File: config.mk
export PLATFORM = sky130hd
export DESIGN_NAME = radio_frame_crc16_deframer
export DESIGN_NICKNAME = d
export VERILOG_FILES = /design/src/rtl/rfcd_pkg.sv /design/src/rtl/rfcd_cfg.sv /design/src/rtl/rfcd_front.sv /design/src/rtl/rfcd_cmdq.sv /design/src/rtl/rfcd_back.sv /design/src/rtl/radio_frame_crc16_deframer.sv
export SDC_FILE = /design/constraint.sdc
export NUM_CORES = 1
export LEC_CHECK = 0
export BUFFER_PORTS_ARGS = -buffer_cell sky130_fd_sc_hd__buf_2
export CORE_MARGIN = 10
export CORE_UTILIZATION = 57
export CTS_CLUSTER_SIZE = 10
export DETAILED_ROUTE_END_ITERATION = 6
export MAX_ROUTING_LAYER = met4
export PLACE_DENSITY = 0.77
export SLEW_MARGIN = 5
export SYNTH_ARGS = -nofsm -noshare
export SYNTH_HDL_FRONTEND = slang
export SYNTH_SLANG_ARGS = --single-unit
File: constraint.sdc
create_clock -name aclk -period 4.4 [get_ports aclk]
set_clock_uncertainty 0.2 [all_clocks]
set_input_delay 0.22 -clock aclk [delete_from_list [all_inputs] [get_ports aclk]]
set_output_delay 0.22 -clock aclk [all_outputs]
set_load 0.1 [all_outputs]
File: src/rtl/rfcd_pkg.sv
// ============================================================================
// rfcd_pkg - shared types and constants for the CRC16 radio frame deframer
// Holds status codes, register indexes, reset values and the CRC byte step.
// ============================================================================
package rfcd_pkg;

    // Default payload buffer depth and command queue depth
    localparam int MAX_PAYLOAD_DEF = 32;
    localparam int CMDQ_DEPTH_DEF  = 4;

    // Configuration port geometry
    localparam int ADDR_W = 5;
    localparam int DATA_W = 32;

    // Register indexes (byte address / 4)
    localparam logic [2:0] REG_SYNC  = 3'd0;
    localparam logic [2:0] REG_POLY  = 3'd1;
    localparam logic [2:0] REG_START = 3'd2;
    localparam logic [2:0] REG_END   = 3'd3;
    localparam logic [2:0] REG_COUNT = 3'd4;

    // Register reset values
    localparam logic [7:0]  SYNC_RST  = 8'h00;
    localparam logic [15:0] POLY_RST  = 16'h8005;
    localparam logic [15:0] START_RST = 16'hFFFF;
    localparam logic [7:0]  END_RST   = 8'h16;
    localparam logic [5:0]  COUNT_RST = 6'd28;

    typedef enum logic [2:0] {
        ST_OK   = 3'd0,
        ST_HDR  = 3'd1,
        ST_LEN  = 3'd2,
        ST_CRC  = 3'd3,
        ST_STOP = 3'd4
    } status_t;

    typedef struct packed {
        logic [7:0]  sync_byte;
        logic [15:0] crc_polynomial;
        logic [15:0] crc_start;
        logic [7:0]  end_marker;
        logic [5:0]  payload_count;
    } cfg_t;

    // One queued job: an error report, or a good frame to replay from a bank
    typedef struct packed {
        status_t    status;
        logic [7:0] rssi;
        logic [7:0] cnt;
        logic       bank;
    } cmd_t;

    // Payload bank handed back by the emitter
    typedef struct packed {
        logic valid;
        logic bank;
    } rel_t;

    // Result item waiting for its memory data
    typedef struct packed {
        logic       is_data;
        logic [7:0] rssi;
        status_t    status;
        logic       last;
    } meta_t;

    typedef struct packed {
        logic [7:0] data;
        logic [7:0] rssi;
        status_t    status;
        logic       last;
    } out_t;

    // MSB-first CRC16 update over one byte
    function automatic logic [15:0] crc16_byte(input logic [15:0] crc,
                                               input logic [7:0]  d,
                                               input logic [15:0] poly);
        logic [15:0] c;
        logic        fb;
        c = crc;
        for (int b = 0; b < 8; b++) begin
            fb = c[15] ^ d[7-b];
            c  = {c[14:0], 1'b0};
            if (fb) begin
                c = c ^ poly;
            end
        end
        return c;
    endfunction

endpackage

File: src/rtl/rfcd_cfg.sv
// ============================================================================
// rfcd_cfg - configuration register file
// APB-style write/read of the five deframer registers.
// ============================================================================
module rfcd_cfg (
    input  logic                       aclk,
    input  logic                       aresetn,
    input  logic                       psel,
    input  logic                       penable,
    input  logic                       pwrite,
    input  logic [rfcd_pkg::ADDR_W-1:0] paddr,
    input  logic [rfcd_pkg::DATA_W-1:0] pwdata,
    output logic [rfcd_pkg::DATA_W-1:0] prdata,
    output logic                       pready,
    output rfcd_pkg::cfg_t             cfg
);
    import rfcd_pkg::*;

    cfg_t       cfg_reg;
    logic       wr_en;
    logic [2:0] idx;

    assign pready = 1'b1;
    assign idx    = paddr[ADDR_W-1:2];
    assign wr_en  = psel && penable && pwrite && pready;
    assign cfg    = cfg_reg;

    always_ff @(posedge aclk) begin
        if (!aresetn) begin
            cfg_reg.sync_byte      <= SYNC_RST;
            cfg_reg.crc_polynomial <= POLY_RST;
            cfg_reg.crc_start      <= START_RST;
            cfg_reg.end_marker     <= END_RST;
            cfg_reg.payload_count  <= COUNT_RST;
        end else if (wr_en) begin
            unique case (idx)
                REG_SYNC:  cfg_reg.sync_byte      <= pwdata[7:0];
                REG_POLY:  cfg_reg.crc_polynomial <= pwdata[15:0];
                REG_START: cfg_reg.crc_start      <= pwdata[15:0];
                REG_END:   cfg_reg.end_marker     <= pwdata[7:0];
                REG_COUNT: cfg_reg.payload_count  <= pwdata[5:0];
                default: ;
            endcase
        end
    end

    always_comb begin
        unique case (idx)
            REG_SYNC:  prdata = {24'd0, cfg_reg.sync_byte};
            REG_POLY:  prdata = {16'd0, cfg_reg.crc_polynomial};
            REG_START: prdata = {16'd0, cfg_reg.crc_start};
            REG_END:   prdata = {24'd0, cfg_reg.end_marker};
            REG_COUNT: prdata = {26'd0, cfg_reg.payload_count};
            default:   prdata = '0;
        endcase
    end

endmodule

File: src/rtl/rfcd_front.sv
// ============================================================================
// rfcd_front - frame parser
// Accepts one byte a cycle unless stalled; tracks the frame, checks CRC, queues jobs.
// ============================================================================
module rfcd_front #(
    parameter int MAX_PAYLOAD = rfcd_pkg::MAX_PAYLOAD_DEF,
    parameter int IW = $clog2(MAX_PAYLOAD + 1),
    parameter int AW = (MAX_PAYLOAD > 1) ? $clog2(MAX_PAYLOAD) : 1
) (
    input  logic            aclk,
    input  logic            aresetn,
    input  rfcd_pkg::cfg_t  cfg,
    input  logic            s_tvalid,
    output logic            s_tready,
    input  logic [7:0]      s_tdata,
    output logic            push,
    output rfcd_pkg::cmd_t  push_cmd,
    input  logic            q_full,
    output logic            wr_en,
    output logic            wr_bank,
    output logic [AW-1:0]   wr_idx,
    output logic [7:0]      wr_data,
    input  rfcd_pkg::rel_t  rel
);
    import rfcd_pkg::*;

    typedef enum logic [2:0] {
        PH_HUNT, PH_HEADER, PH_LENGTH, PH_PAYLOAD,
        PH_RSSI, PH_CRC_HI, PH_CRC_LO, PH_STOP
    } phase_t;

    phase_t        phase_reg, phase_next;
    logic [15:0]   crc_reg, crc_next;
    logic [IW-1:0] idx_reg, idx_next;
    logic [7:0]    rssi_reg, rssi_next;
    logic [15:0]   rxcrc_reg, rxcrc_next;
    logic          bank_reg, bank_next;
    logic [1:0]    busy_reg, busy_next;

    logic          accept;
    logic [8:0]    pc9;
    logic [8:0]    eff9;
    logic [IW-1:0] idx_inc;
    logic [15:0]   crc_upd;

    assign s_tready = !q_full && !(phase_reg == PH_PAYLOAD && busy_reg[bank_reg]);
    assign accept   = s_tvalid && s_tready;
    assign pc9      = {3'd0, cfg.payload_count};
    assign eff9     = (pc9 == 9'd0) ? 9'd1 :
                      ((pc9 > 9'(MAX_PAYLOAD)) ? 9'(MAX_PAYLOAD) : pc9);
    assign idx_inc  = idx_reg + IW'(1);
    assign crc_upd  = crc16_byte(crc_reg, s_tdata, cfg.crc_polynomial);
    assign wr_bank  = bank_reg;
    assign wr_idx   = idx_reg[AW-1:0];
    assign wr_data  = s_tdata;

    always_comb begin
        phase_next      = phase_reg;
        crc_next        = crc_reg;
        idx_next        = idx_reg;
        rssi_next       = rssi_reg;
        rxcrc_next      = rxcrc_reg;
        bank_next       = bank_reg;
        busy_next       = busy_reg;
        push            = 1'b0;
        push_cmd.status = ST_OK;
        push_cmd.rssi   = 8'd0;
        push_cmd.cnt    = 8'(idx_reg);
        push_cmd.bank   = bank_reg;
        wr_en           = 1'b0;

        if (rel.valid) begin
            busy_next[rel.bank] = 1'b0;
        end

        if (accept) begin
            unique case (phase_reg)
                PH_HUNT: begin
                    if (s_tdata == cfg.sync_byte) begin
                        phase_next = PH_LENGTH;
                    end
                end
                PH_HEADER: begin
                    if (s_tdata == cfg.sync_byte) begin
                        phase_next = PH_LENGTH;
                    end else begin
                        push            = 1'b1;
                        push_cmd.status = ST_HDR;
                        phase_next      = PH_HUNT;
                    end
                end
                PH_LENGTH: begin
                    if ({1'b0, s_tdata} == eff9 + 9'd1) begin
                        crc_next   = crc16_byte(cfg.crc_start, s_tdata,
                                                cfg.crc_polynomial);
                        idx_next   = '0;
                        phase_next = PH_PAYLOAD;
                    end else begin
                        push            = 1'b1;
                        push_cmd.status = ST_LEN;
                        phase_next      = PH_HUNT;
                    end
                end
                PH_PAYLOAD: begin
                    crc_next = crc_upd;
                    if (9'(idx_reg) < 9'(MAX_PAYLOAD)) begin
                        wr_en    = 1'b1;
                        idx_next = idx_inc;
                        if (9'(idx_inc) >= eff9) begin
                            phase_next = PH_RSSI;
                        end
                    end else if (9'(idx_reg) >= eff9) begin
                        phase_next = PH_RSSI;
                    end
                end
                PH_RSSI: begin
                    rssi_next  = s_tdata;
                    crc_next   = crc_upd;
                    phase_next = PH_CRC_HI;
                end
                PH_CRC_HI: begin
                    rxcrc_next = {s_tdata, rxcrc_reg[7:0]};
                    phase_next = PH_CRC_LO;
                end
                PH_CRC_LO: begin
                    rxcrc_next = {rxcrc_reg[15:8], s_tdata};
                    phase_next = PH_STOP;
                end
                PH_STOP: begin
                    push          = 1'b1;
                    push_cmd.rssi = rssi_reg;
                    if (rxcrc_reg != crc_reg) begin
                        push_cmd.status = ST_CRC;
                    end else if (s_tdata != cfg.end_marker) begin
                        push_cmd.status = ST_STOP;
                    end else begin
                        // good frame: lock this bank until replayed, flip to the other
                        push_cmd.status     = ST_OK;
                        busy_next[bank_reg] = 1'b1;
                        bank_next           = !bank_reg;
                    end
                    phase_next = PH_HEADER;
                end
                default: ;
            endcase
        end
    end

    always_ff @(posedge aclk) begin
        if (!aresetn) begin
            phase_reg <= PH_HUNT;
            crc_reg   <= '0;
            idx_reg   <= '0;
            rssi_reg  <= '0;
            rxcrc_reg <= '0;
            bank_reg  <= 1'b0;
            busy_reg  <= '0;
        end else begin
            phase_reg <= phase_next;
            crc_reg   <= crc_next;
            idx_reg   <= idx_next;
            rssi_reg  <= rssi_next;
            rxcrc_reg <= rxcrc_next;
            bank_reg  <= bank_next;
            busy_reg  <= busy_next;
        end
    end

    a_no_write_busy: assert property (@(posedge aclk) disable iff (!aresetn)
        wr_en |-> !busy_reg[wr_bank])
        else $error("payload write into a bank still being replayed");

    a_no_push_full: assert property (@(posedge aclk) disable iff (!aresetn)
        push |-> !q_full)
        else $error("job pushed into a full queue");

    a_bank_flip: assert property (@(posedge aclk) disable iff (!aresetn)
        (push && push_cmd.status == ST_OK) |=> bank_reg != $past(bank_reg))
        else $error("good frame did not switch payload bank");

endmodule

File: src/rtl/rfcd_cmdq.sv
// ============================================================================
// rfcd_cmdq - job queue
// Small FIFO of parsed jobs between the parser and the emitter.
// ============================================================================
module rfcd_cmdq #(
    parameter int DEPTH = rfcd_pkg::CMDQ_DEPTH_DEF
) (
    input  logic           aclk,
    input  logic           aresetn,
    input  logic           push,
    input  rfcd_pkg::cmd_t push_cmd,
    output logic           full,
    input  logic           pop,
    output logic           empty,
    output rfcd_pkg::cmd_t head
);
    import rfcd_pkg::*;

    localparam int PW = (DEPTH > 1) ? $clog2(DEPTH) : 1;
    localparam int CW = $clog2(DEPTH + 1);

    cmd_t          q_reg [DEPTH];
    logic [PW-1:0] wr_ptr_reg, wr_ptr_next;
    logic [PW-1:0] rd_ptr_reg, rd_ptr_next;
    logic [CW-1:0] cnt_reg, cnt_next;
    logic          do_push, do_pop;

    assign full    = (cnt_reg == CW'(DEPTH));
    assign empty   = (cnt_reg == '0);
    assign head    = q_reg[rd_ptr_reg];
    assign do_push = push && !full;
    assign do_pop  = pop && !empty;

    always_comb begin
        wr_ptr_next = wr_ptr_reg;
        rd_ptr_next = rd_ptr_reg;
        cnt_next    = cnt_reg;
        if (do_push) begin
            wr_ptr_next = (wr_ptr_reg == PW'(DEPTH - 1)) ? '0 : wr_ptr_reg + PW'(1);
        end
        if (do_pop) begin
            rd_ptr_next = (rd_ptr_reg == PW'(DEPTH - 1)) ? '0 : rd_ptr_reg + PW'(1);
        end
        if (do_push && !do_pop) begin
            cnt_next = cnt_reg + CW'(1);
        end else if (do_pop && !do_push) begin
            cnt_next = cnt_reg - CW'(1);
        end
    end

    always_ff @(posedge aclk) begin
        if (!aresetn) begin
            wr_ptr_reg <= '0;
            rd_ptr_reg <= '0;
            cnt_reg    <= '0;
        end else begin
            wr_ptr_reg <= wr_ptr_next;
            rd_ptr_reg <= rd_ptr_next;
            cnt_reg    <= cnt_next;
        end
    end

    always_ff @(posedge aclk) begin
        if (do_push) begin
            q_reg[wr_ptr_reg] <= push_cmd;
        end
    end

endmodule

File: src/rtl/rfcd_back.sv
// ============================================================================
// rfcd_back - result emitter
// Double-banked payload buffer; replays good frames and sends status items.
// ============================================================================
module rfcd_back #(
    parameter int MAX_PAYLOAD = rfcd_pkg::MAX_PAYLOAD_DEF,
    parameter int IW = $clog2(MAX_PAYLOAD + 1),
    parameter int AW = (MAX_PAYLOAD > 1) ? $clog2(MAX_PAYLOAD) : 1
) (
    input  logic           aclk,
    input  logic           aresetn,
    input  logic           cmd_empty,
    input  rfcd_pkg::cmd_t cmd_head,
    output logic           cmd_pop,
    input  logic           wr_en,
    input  logic           wr_bank,
    input  logic [AW-1:0]  wr_idx,
    input  logic [7:0]     wr_data,
    output rfcd_pkg::rel_t rel,
    output logic           m_tvalid,
    input  logic           m_tready,
    output logic [15:0]    m_tdata,
    output logic [2:0]     m_tuser,
    output logic           m_tlast
);
    import rfcd_pkg::*;

    logic [7:0]    mem [2][MAX_PAYLOAD];
    logic [7:0]    rd_q_reg;

    logic          job_act_reg, job_act_next;
    cmd_t          job_reg, job_next;
    logic [IW-1:0] pos_reg, pos_next;

    logic          infl_reg;
    meta_t         infl_meta_reg;

    out_t          ob_reg [2];
    logic          ob_wp_reg, ob_rp_reg;
    logic [1:0]    ob_cnt_reg, ob_cnt_next;

    logic          pop_out;
    logic [2:0]    occ;
    logic          issue;
    meta_t         meta;
    logic          rd_bank;
    logic [IW-1:0] rd_pos;
    out_t          ob_in;
    out_t          ob_head;

    assign ob_head  = ob_reg[ob_rp_reg];
    assign m_tvalid = (ob_cnt_reg != 2'd0);
    assign m_tdata  = {ob_head.rssi, ob_head.data};
    assign m_tuser  = ob_head.status;
    assign m_tlast  = ob_head.last;
    assign pop_out  = m_tvalid && m_tready;
    // buffer occupancy after this cycle's transfer, counting the read in flight
    assign occ      = {1'b0, ob_cnt_reg} + {2'd0, infl_reg} - {2'd0, pop_out};

    always_comb begin
        issue        = 1'b0;
        cmd_pop      = 1'b0;
        rel.valid    = 1'b0;
        rel.bank     = job_reg.bank;
        job_act_next = job_act_reg;
        job_next     = job_reg;
        pos_next     = pos_reg;
        rd_bank      = job_reg.bank;
        rd_pos       = pos_reg;
        meta.is_data = 1'b1;
        meta.rssi    = job_reg.rssi;
        meta.status  = ST_OK;
        meta.last    = 1'b0;

        if (occ < 3'd2) begin
            if (job_act_reg) begin
                issue     = 1'b1;
                meta.last = (8'(pos_reg) + 8'd1 == job_reg.cnt);
                pos_next  = pos_reg + IW'(1);
                if (meta.last) begin
                    job_act_next = 1'b0;
                    rel.valid    = 1'b1;
                end
            end else if (!cmd_empty) begin
                issue     = 1'b1;
                cmd_pop   = 1'b1;
                meta.rssi = cmd_head.rssi;
                if (cmd_head.status != ST_OK) begin
                    meta.is_data = 1'b0;
                    meta.status  = cmd_head.status;
                    meta.last    = 1'b1;
                end else begin
                    rd_bank   = cmd_head.bank;
                    rd_pos    = '0;
                    meta.last = (cmd_head.cnt == 8'd1);
                    if (meta.last) begin
                        rel.valid = 1'b1;
                        rel.bank  = cmd_head.bank;
                    end else begin
                        job_act_next = 1'b1;
                        job_next     = cmd_head;
                        pos_next     = IW'(1);
                    end
                end
            end
        end
    end

    always_comb begin
        ob_in.data   = infl_meta_reg.is_data ? rd_q_reg : 8'd0;
        ob_in.rssi   = infl_meta_reg.rssi;
        ob_in.status = infl_meta_reg.status;
        ob_in.last   = infl_meta_reg.last;
        ob_cnt_next  = ob_cnt_reg;
        if (infl_reg && !pop_out) begin
            ob_cnt_next = ob_cnt_reg + 2'd1;
        end else if (pop_out && !infl_reg) begin
            ob_cnt_next = ob_cnt_reg - 2'd1;
        end
    end

    always_ff @(posedge aclk) begin
        if (!aresetn) begin
            job_act_reg <= 1'b0;
            infl_reg    <= 1'b0;
            ob_wp_reg   <= 1'b0;
            ob_rp_reg   <= 1'b0;
            ob_cnt_reg  <= '0;
            pos_reg     <= '0;
        end else begin
            job_act_reg <= job_act_next;
            infl_reg    <= issue;
            ob_cnt_reg  <= ob_cnt_next;
            pos_reg     <= pos_next;
            if (infl_reg) begin
                ob_wp_reg <= !ob_wp_reg;
            end
            if (pop_out) begin
                ob_rp_reg <= !ob_rp_reg;
            end
        end
    end

    always_ff @(posedge aclk) begin
        job_reg <= job_next;
        if (issue) begin
            infl_meta_reg <= meta;
        end
        if (infl_reg) begin
            ob_reg[ob_wp_reg] <= ob_in;
        end
    end

    // payload buffer: one write port from the parser, one registered read port
    always_ff @(posedge aclk) begin
        if (wr_en) begin
            mem[wr_bank][wr_idx] <= wr_data;
        end
    end

    always_ff @(posedge aclk) begin
        if (issue) begin
            rd_q_reg <= mem[rd_bank][rd_pos[AW-1:0]];
        end
    end

    a_ob_room: assert property (@(posedge aclk) disable iff (!aresetn)
        ({1'b0, ob_cnt_reg} + {2'd0, infl_reg}) <= 3'd2)
        else $error("output buffer overrun");

    a_job_sane: assert property (@(posedge aclk) disable iff (!aresetn)
        job_act_reg |-> (job_reg.status == ST_OK && 8'(pos_reg) < job_reg.cnt))
        else $error("replay job past its frame length");

    a_rel_last: assert property (@(posedge aclk) disable iff (!aresetn)
        rel.valid |-> (issue && meta.is_data && meta.last))
        else $error("bank released before its last byte was read");

endmodule

File: src/rtl/radio_frame_crc16_deframer.sv
// ============================================================================
// radio_frame_crc16_deframer - serial frame deframer with CRC16 check
// Path: a result item passes the job queue, the registered read stage and the output buffer on its way to m_*.
// Throughput: one byte per cycle in, one result item per cycle out while m_tready is high.
// Input stalls only when the job queue is full, or when a payload byte would
// land in a buffer bank whose frame has not finished replaying.
// Reset: aresetn synchronous, active low; parser hunts for a header, queue and
// output empty, registers at defaults; payload buffer is not cleared.
// ============================================================================
module radio_frame_crc16_deframer #(
    parameter int MAX_PAYLOAD = rfcd_pkg::MAX_PAYLOAD_DEF,
    parameter int CMD_DEPTH   = rfcd_pkg::CMDQ_DEPTH_DEF
) (
    input  logic                        aclk,
    input  logic                        aresetn,
    // configuration port
    input  logic                        psel,
    input  logic                        penable,
    input  logic                        pwrite,
    input  logic [rfcd_pkg::ADDR_W-1:0] paddr,
    input  logic [rfcd_pkg::DATA_W-1:0] pwdata,
    output logic [rfcd_pkg::DATA_W-1:0] prdata,
    output logic                        pready,
    // received byte stream
    input  logic                        s_tvalid,
    output logic                        s_tready,
    input  logic [7:0]                  s_tdata,  // [7:0] rx_byte
    // result stream
    output logic                        m_tvalid,
    input  logic                        m_tready,
    output logic [15:0]                 m_tdata,  // [7:0] data_byte, [15:8] signal_strength
    output logic [2:0]                  m_tuser,  // [2:0] status
    output logic                        m_tlast
);
    import rfcd_pkg::*;

    localparam int IW = $clog2(MAX_PAYLOAD + 1);
    localparam int AW = (MAX_PAYLOAD > 1) ? $clog2(MAX_PAYLOAD) : 1;

    cfg_t          cfg;
    logic          push;
    cmd_t          push_cmd;
    logic          q_full;
    logic          q_empty;
    logic          q_pop;
    cmd_t          q_head;
    logic          wr_en;
    logic          wr_bank;
    logic [AW-1:0] wr_idx;
    logic [7:0]    wr_data;
    rel_t          rel;

    // register file
    rfcd_cfg u_cfg (
        .aclk    (aclk),
        .aresetn (aresetn),
        .psel    (psel),
        .penable (penable),
        .pwrite  (pwrite),
        .paddr   (paddr),
        .pwdata  (pwdata),
        .prdata  (prdata),
        .pready  (pready),
        .cfg     (cfg)
    );

    // parser: one byte per transfer, checks header, length, CRC and stop byte,
    // writes payload into the current bank and queues one job per outcome
    rfcd_front #(
        .MAX_PAYLOAD (MAX_PAYLOAD),
        .IW          (IW),
        .AW          (AW)
    ) u_front (
        .aclk     (aclk),
        .aresetn  (aresetn),
        .cfg      (cfg),
        .s_tvalid (s_tvalid),
        .s_tready (s_tready),
        .s_tdata  (s_tdata),
        .push     (push),
        .push_cmd (push_cmd),
        .q_full   (q_full),
        .wr_en    (wr_en),
        .wr_bank  (wr_bank),
        .wr_idx   (wr_idx),
        .wr_data  (wr_data),
        .rel      (rel)
    );

    // decouple parsing from emission so a long payload replay does not hold
    // back the next frame's header bytes
    rfcd_cmdq #(
        .DEPTH (CMD_DEPTH)
    ) u_cmdq (
        .aclk     (aclk),
        .aresetn  (aresetn),
        .push     (push),
        .push_cmd (push_cmd),
        .full     (q_full),
        .pop      (q_pop),
        .empty    (q_empty),
        .head     (q_head)
    );

    // emitter: replay good frames byte by byte, send error status items,
    // hand each bank back after its last byte is read
    rfcd_back #(
        .MAX_PAYLOAD (MAX_PAYLOAD),
        .IW          (IW),
        .AW          (AW)
    ) u_back (
        .aclk      (aclk),
        .aresetn   (aresetn),
        .cmd_empty (q_empty),
        .cmd_head  (q_head),
        .cmd_pop   (q_pop),
        .wr_en     (wr_en),
        .wr_bank   (wr_bank),
        .wr_idx    (wr_idx),
        .wr_data   (wr_data),
        .rel       (rel),
        .m_tvalid  (m_tvalid),
        .m_tready  (m_tready),
        .m_tdata   (m_tdata),
        .m_tuser   (m_tuser),
        .m_tlast   (m_tlast)
    );

endmodule

==> results.yml, run 1 <==
grt:
  grt_pass1_wl_um: 148000
  grt_max_degree: 73
  grt_antenna_before_repair: 2
  grt_overflow: 0
  first_global_vias: 26200
  track_usage: 0.258
synthesis:
  synthFlopType: "edfxtp_1"
  synth_cells: 3440
  synth-edff-count: 660
  synth_cell_types: 73
  synth_top_area_share: 0.533
  syn_area_per_cell_sq_um: 10.8
  ys_seq_area_frac: 0.602
  synth-seq-cells: 788
  synthTopCellsByArea: "edfxtp_1 (53%), nand2_1 (8.7%), dfxtp_1 (6.9%)"
  syn_area_sq_um: 37200
  async_flop_share: 0
  synth_area_leader_cell: "edfxtp_1"
  yosys_warnings: 0
setup_path:
  worstPathArrival_ns: 4.46
  endpoint_kind: "register"
  path_max_fanout: 13
  reg2reg_depth: 21
  ff2ff_setup_slack_ns: 0.11
  reg2reg_from: "u_back.ob_cnt_reg[1]"
  reg2reg_to: "u_back.rd_q_reg[7]"
  critPathKind: "register to register"
  crit_path_start_kind: "register"
  cp_data_required_time_ns: 4.56
placed_design:
  place_inst: 4357
  io_buffers: 71
  dp_hpwl_um: 62000
  place_congestion: 0.933
cells_and_area:
  area_growth_pct: 17.0
  nets: 3724
  mostFrequentLayoutCells: "nand2_1 (863), edfxtp_1 (660), nand3_1 (250)"
  multi_input_area_sq_um: 14300
  final_cells: 4546
  drive_gt1_frac: 0.159
  fill_cells: 4513
  largest_reg_flops: 512
  mostFrequentLayoutCell: "nand2_1"
  regArea_sq_um: 22400
clock_network:
  clkLatencyLatePin_ns: 0.63
  clkTransAtPathRegs_ns: 0.05
  htree_num_levels: 3
  clock_path_buffers: 3
  cts_tree: "yes"
  cts_buffers: 91
  cts_root_buf: "clkbuf_16"
  cts.sinks: 788
worst_hold_path:
  holdPathStages: 4
  min_from: "paddr[3]"
  hp-class: "primary input to register"
  hold_end: "u_cfg.cfg[9]"
floorplan:
  rows: 93
  ios: 107
  fp.dieH_um: 275
  fp.coreArea_sq_um: 64600
  die_x_um: 275
  initial_utilization: 0.576
  die_area_sq_um: 75900
sta:
  fmax_ghz: 0.233
  period_share: 0.975
  layout_min_cycle_time_ns: 4.29
  worstMarginPinSlew_ns: 0.990
  setup_viol: 0
  hold_viol: 0
  timing.slew.headroom: 0.340
  hold_ws_ns: 0.0918
  slew_violations: 0
route:
  viasPerCell: 6.04
  drt-wirelength-per-cell_um: 21.9
  vias: 27500
  drtIter0Drc: 3142
  route.detailed.drc: 0
  drt_pass1_iterations: 7
  antenna_left: 0
  wirelength_um: 99400
pwr:
  irDropWorstVdd_uv: 362
  power_density_nw_per_um2: 491
  leakagePower_nw: 15.6
status:
  status: "finished clean"
flow_run:
  drv_cap: 0
[critical path, stage by stage (launching register included)]
cell	delay, ns
dfxtp_2	0.32
or2_4	0.25
nand2_4	0.07
buf_4	0.11
inv_1	0.04
ha_2	0.18
fa_2	0.37
xnor2_2	0.15
o311ai_2	0.08
or3_4	0.27
buf_6	0.15
nand2_8	0.11
buf_12	0.22
buf_16	0.15
buf_4	0.14
nand2_1	0.06
nand3_1	0.08
and3_1	0.17
a211oi_1	0.36
a31oi_1	0.13
a211oi_2	0.32
a21oi_1	0.07
[repair_timing]
item | 4_1_cts | 5_1_grt
setup buffers | 4 | 8
hold endpoints to repair | 72 | 0
pin swaps | 2 | 26
gates cloned | 2 | 7
gates resized for setup | 11 | 101
endpoints found under the setup margin | 19 | 25
hold buffers | 27 | 0
[cell type report]
type	count	share of cell area
flip-flops and latches	788	0.515
multi-input cells	2379	0.329
repair buffers	346	0.0670
clock buffers	128	0.0562
well taps	855	0.0246
clock inverters	11	0.00494
inverters	37	0.00319
diodes	2	0.000115
[kinds of logic (layout without fill, tap and decap cells)]
group | after synthesis | after routing | share of synthesized area
AOI/OAI and AO/OA | 392 | 392 | 0.0702
xor gates and xnor gates | 300 | 300 | 0.0743
adders and majority gates | 29 | 29 | 0.0102
buffers and inverters | 291 | 522 | 0.0322
DFF | 788 | 788 | 0.602
muxes | 80 | 82 | 0.0290
other | 2 | 19 | 0.000202
and+or+nand+nor | 1558 | 1559 | 0.182
[worst max-delay path by stage]
stage                         startpoint  slack [ns]                  to  depth (start not counted)
finish              u_back.ob_cnt_reg[1]        0.11  u_back.rd_q_reg[7]                         21
global route        u_back.ob_cnt_reg[1]       -0.06  u_back.rd_q_reg[5]                         20
CTS                 u_back.ob_cnt_reg[1]       0.002  u_back.rd_q_reg[1]                         17
detailed placement  u_back.ob_cnt_reg[1]       -0.13  u_back.rd_q_reg[1]                         16
global placement    u_back.ob_cnt_reg[1]      -0.008  u_back.rd_q_reg[6]                         16
floorplan           u_back.ob_cnt_reg[0]        0.02  u_back.rd_q_reg[5]                         20
[where the power goes]
| part | internal [W] | switching, W |
|---|---|---|
| clock network | 0.00402 | 0.00283 |
| logic | 0.00207 | 0.00367 |
| registers | 0.00856 | 0.000236 |
[per-stage QoR]
stage / cell area (sq um) / power, W / utilization / TNS, ns / setup WS [ns]
2_1_floorplan: 37300 / 0.0124 / - / 0 / 0.0226
3_3_place_gp: 39700 / 0.0140 / 0.614 / -0.0136 / -0.00817
3_5_place_dp: 39700 / 0.0142 / 0.614 / -1.22 / -0.128
4_1_cts: 42700 / 0.0210 / 0.662 / 0 / 0.00206
5_1_grt: 43500 / 0.0222 / 0.674 / -0.219 / -0.0631
6_report: 43500 / 0.0214 / 0.674 / 0 / 0.108
[metal layers]
layer | track usage | wire length (um) | vias to the layer above
met2 | 0.427 | 49400 | 1441
met3 | 0.0376 | 7900 | 256
met4 | 0.102 | 3890 | 0
met1 | 0.318 | 38200 | 13200
li1 | - | - | 12600
met5 | - | 0 | -
[synth_stat cells (all sizes together), types with 6 or more instances]
cell      n
and2     37
edfxtp  660
a211oi   48
clkbuf  194
mux2i    39
mux4     20
nand2b    7
or3      12
nand4    13
nand3   252
buf      60
mux2     21
nor4     14
nor3     33
inv      35
a31oi    42
nand2   867
o22ai     8
or4      13
dfxtp   128
ha       27
xnor2   249
and3     81
o31ai    13
a22oi    16
a21oi   107
a21o      6
a311oi   66
xor2     45
nor2    198
o21ai    54
nor2b    11
Note: power is estimated with default switching activity, not from simulation.
==> run 2, diff against run 1 <==
- CORE_UTILIZATION: 57 -> 59
- PLACE_DENSITY: 0.77 -> 0.76
- clock period: 4.4 -> 5 ns (I/O delays scaled with it)
==> results.yml, run 2 (synthesized netlist as in run 1, its figures left out) <==
sta:
  fmax_ghz: 0.204
  slew_violations: 0
  setup_ws_ns: 0.0974
  period_share: 0.981
  worstMarginPinSlew_ns: 1.08
  hold_viol: 0
  setup_tns_ns: 0
  rsz0062_at_grt: "no"
  layout_min_cycle_time_ns: 4.90
  timing.slew.headroom: 0.279
  setup_viol: 0
floorplan:
  die_x_um: 271
  initial_utilization: 0.593
  fp.dieH_um: 271
  fp.coreArea_sq_um: 62700
  rows: 92
  ios: 107
  die_area_sq_um: 73500
setup_path:
  cp_data_required_time_ns: 5.16
  worstPathCellList: "or2_4 > nand2_1 > ha_1 > nand2b_1 > fa_1 > xnor2_2 > o311ai_0 > or3_4 > and2_4 > buf_12 > nand2_1 > and3_1 > a311oi_1 > a311oi_1 > buf_4 > nor3_1 > a211oi_2 > a21oi_1"
  critPathTopFamily: "simple AND/OR/NAND/NOR gates"
  critPathSlowestCell: "or3_4"
  crit_path_start_kind: "register"
  endpoint_kind: "register"
  critPathKind: "register to register"
  path_max_fanout: 48
  critical_path_buf_inv_count: 2
  worstPathArrival_ns: 5.06
  slowest_delay_ns: 0.45
clock_network:
  htree_num_levels: 3
  cts_setup_buffers: 0
  cts_tree: "yes"
  cts.sinks: 788
  cts_root_buf: "clkbuf_16"
  clkLatencyLatePin_ns: 0.65
  clock_path_buffers: 3
  cts_buffers: 89
  clkTransAtPathRegs_ns: 0.05
placed_design:
  io_buffers: 71
  dp_hpwl_um: 61800
  place_inst: 4235
  place_ws_ns: -0.175
  place_congestion: 0.950
cells_and_area:
  antenna_cells: 0
  mostFrequentLayoutCells: "nand2_1 (865), edfxtp_1 (660), nand3_1 (252)"
  largest_reg_flops: 512
  final_cells: 4395
  area_growth_pct: 12.3
  nets: 3588
  mostFrequentLayoutCell: "nand2_1"
  fill_cells: 4460
  final_core_util: 0.666
  drive_gt1_frac: 0.107
status:
  status: "finished clean"
route:
  antenna_left: 0
  viasPerCell: 6.09
  wirelength_um: 95900
  drtIter0Drc: 2893
  drt_pass1_iterations: 6
  vias: 26800
  drt-wirelength-per-cell_um: 21.8
  route.detailed.drc: 0
grt:
  track_usage: 0.261
  grt_pass1_wl_um: 147000
  grt_max_degree: 68
  grt_antenna_before_repair: 0
  grt_overflow: 0
  first_global_vias: 26200
worst_hold_path:
  hp-class: "primary input to register"
pwr:
  power_density_nw_per_um2: 414
  irDropWorstVdd_uv: 306
  leakagePower_nw: 14.7
flow_run:
  drv_cap: 0
==> run 2: cell count changes in the layout (fill, tap and decap cells not counted), moves of 8 or more <==
cell and delta:
a211oi_2 -11, a311oi_1 +13, a31oi_2 -9, a31oi_1 +10
a211oi_1 +12, clkbuf_16 -8, a311oi_2 -13, buf_4 -120
==> run 2: worst paths after layout <==
path,start,endpoint,slack [ns],depth (start not counted)
setup / recovery,u_back.ob_cnt_reg[0],u_back.rd_q_reg[0],0.1,18
hold / removal,s_tdata[6],u_back.mem[1][46],0.04,2
setup reg to reg,u_back.ob_cnt_reg[0],u_back.rd_q_reg[0],0.1,18
hold reg to reg,u_back.infl_meta_reg[3],u_back.ob_reg[1][3],0.24,0
==> run 2: metrics by stage <==
| stage | cell area [sq um] | total power [W] | hold WS, ns |
|---|---|---|---|
| final | 41800 | 0.0173 | 0.0408 |
| after global routing | 41800 | 0.0179 | 0.0399 |
| after floorplan | 37300 | 0.0109 | 0.149 |
| after detailed placement | 38700 | 0.0114 | 0.235 |
| after CTS | 41600 | 0.0173 | 0.0125 |
| after global placement | 38700 | 0.0113 | 0.226 |
==> run 2: where the power goes <==
group / internal [W] / switching [W] / total, W
clock network: 0.00342 / 0.00249 / 0.00590
registers: 0.00743 / 0.000160 / 0.00759
logic: 0.00123 / 0.00256 / 0.00379
total: 0.0121 / 0.00521 / 0.0173
==> run 2: worst register-to-register path, cell delays in order (launching register included) <==
cell and delay (ns):
dfxtp_1 0.36, or2_4 0.27, nand2_1 0.13, ha_1 0.29, nand2b_1 0.19, fa_1 0.44, xnor2_2 0.20, o311ai_0 0.21
or3_4 0.45, and2_4 0.29, buf_12 0.25, nand2_1 0.13, and3_1 0.20, a311oi_1 0.07, a311oi_1 0.33, buf_4 0.18
nor3_1 0.05, a211oi_2 0.29, a21oi_1 0.08
==> run 2: what timing repair did <==
item	4_1_cts	5_1_grt
hold buffers	27	0
resized for setup	9	26
pin swaps	0	4
hold endpoints to repair	77	0
setup endpoints to repair	6	24
gates cloned	0	0
==> run 2: per-layer routing <==
| layer | GRT usage | wire length (um) | part of all wire |
|---|---|---|---|
| met5 | - | 0 | 0 |
| met4 | 0.111 | 3710 | 0.039 |
| met3 | 0.0341 | 7060 | 0.074 |
| met2 | 0.437 | 48200 | 0.50 |
| met1 | 0.316 | 36900 | 0.39 |
==> run 2: layout make-up <==
| cell class | instances | area, sq um | share of cell area |
|---|---|---|---|
| tap | 846 | 1060 | 0.0253 |
| inverter | 37 | 139 | 0.00332 |
| timing repair buffer | 215 | 1730 | 0.0415 |
| clock buffer | 125 | 2390 | 0.0573 |
| sequential | 788 | 22400 | 0.536 |
| clock inverter | 8 | 188 | 0.00449 |
| multi-input combinational | 2376 | 13900 | 0.332 |
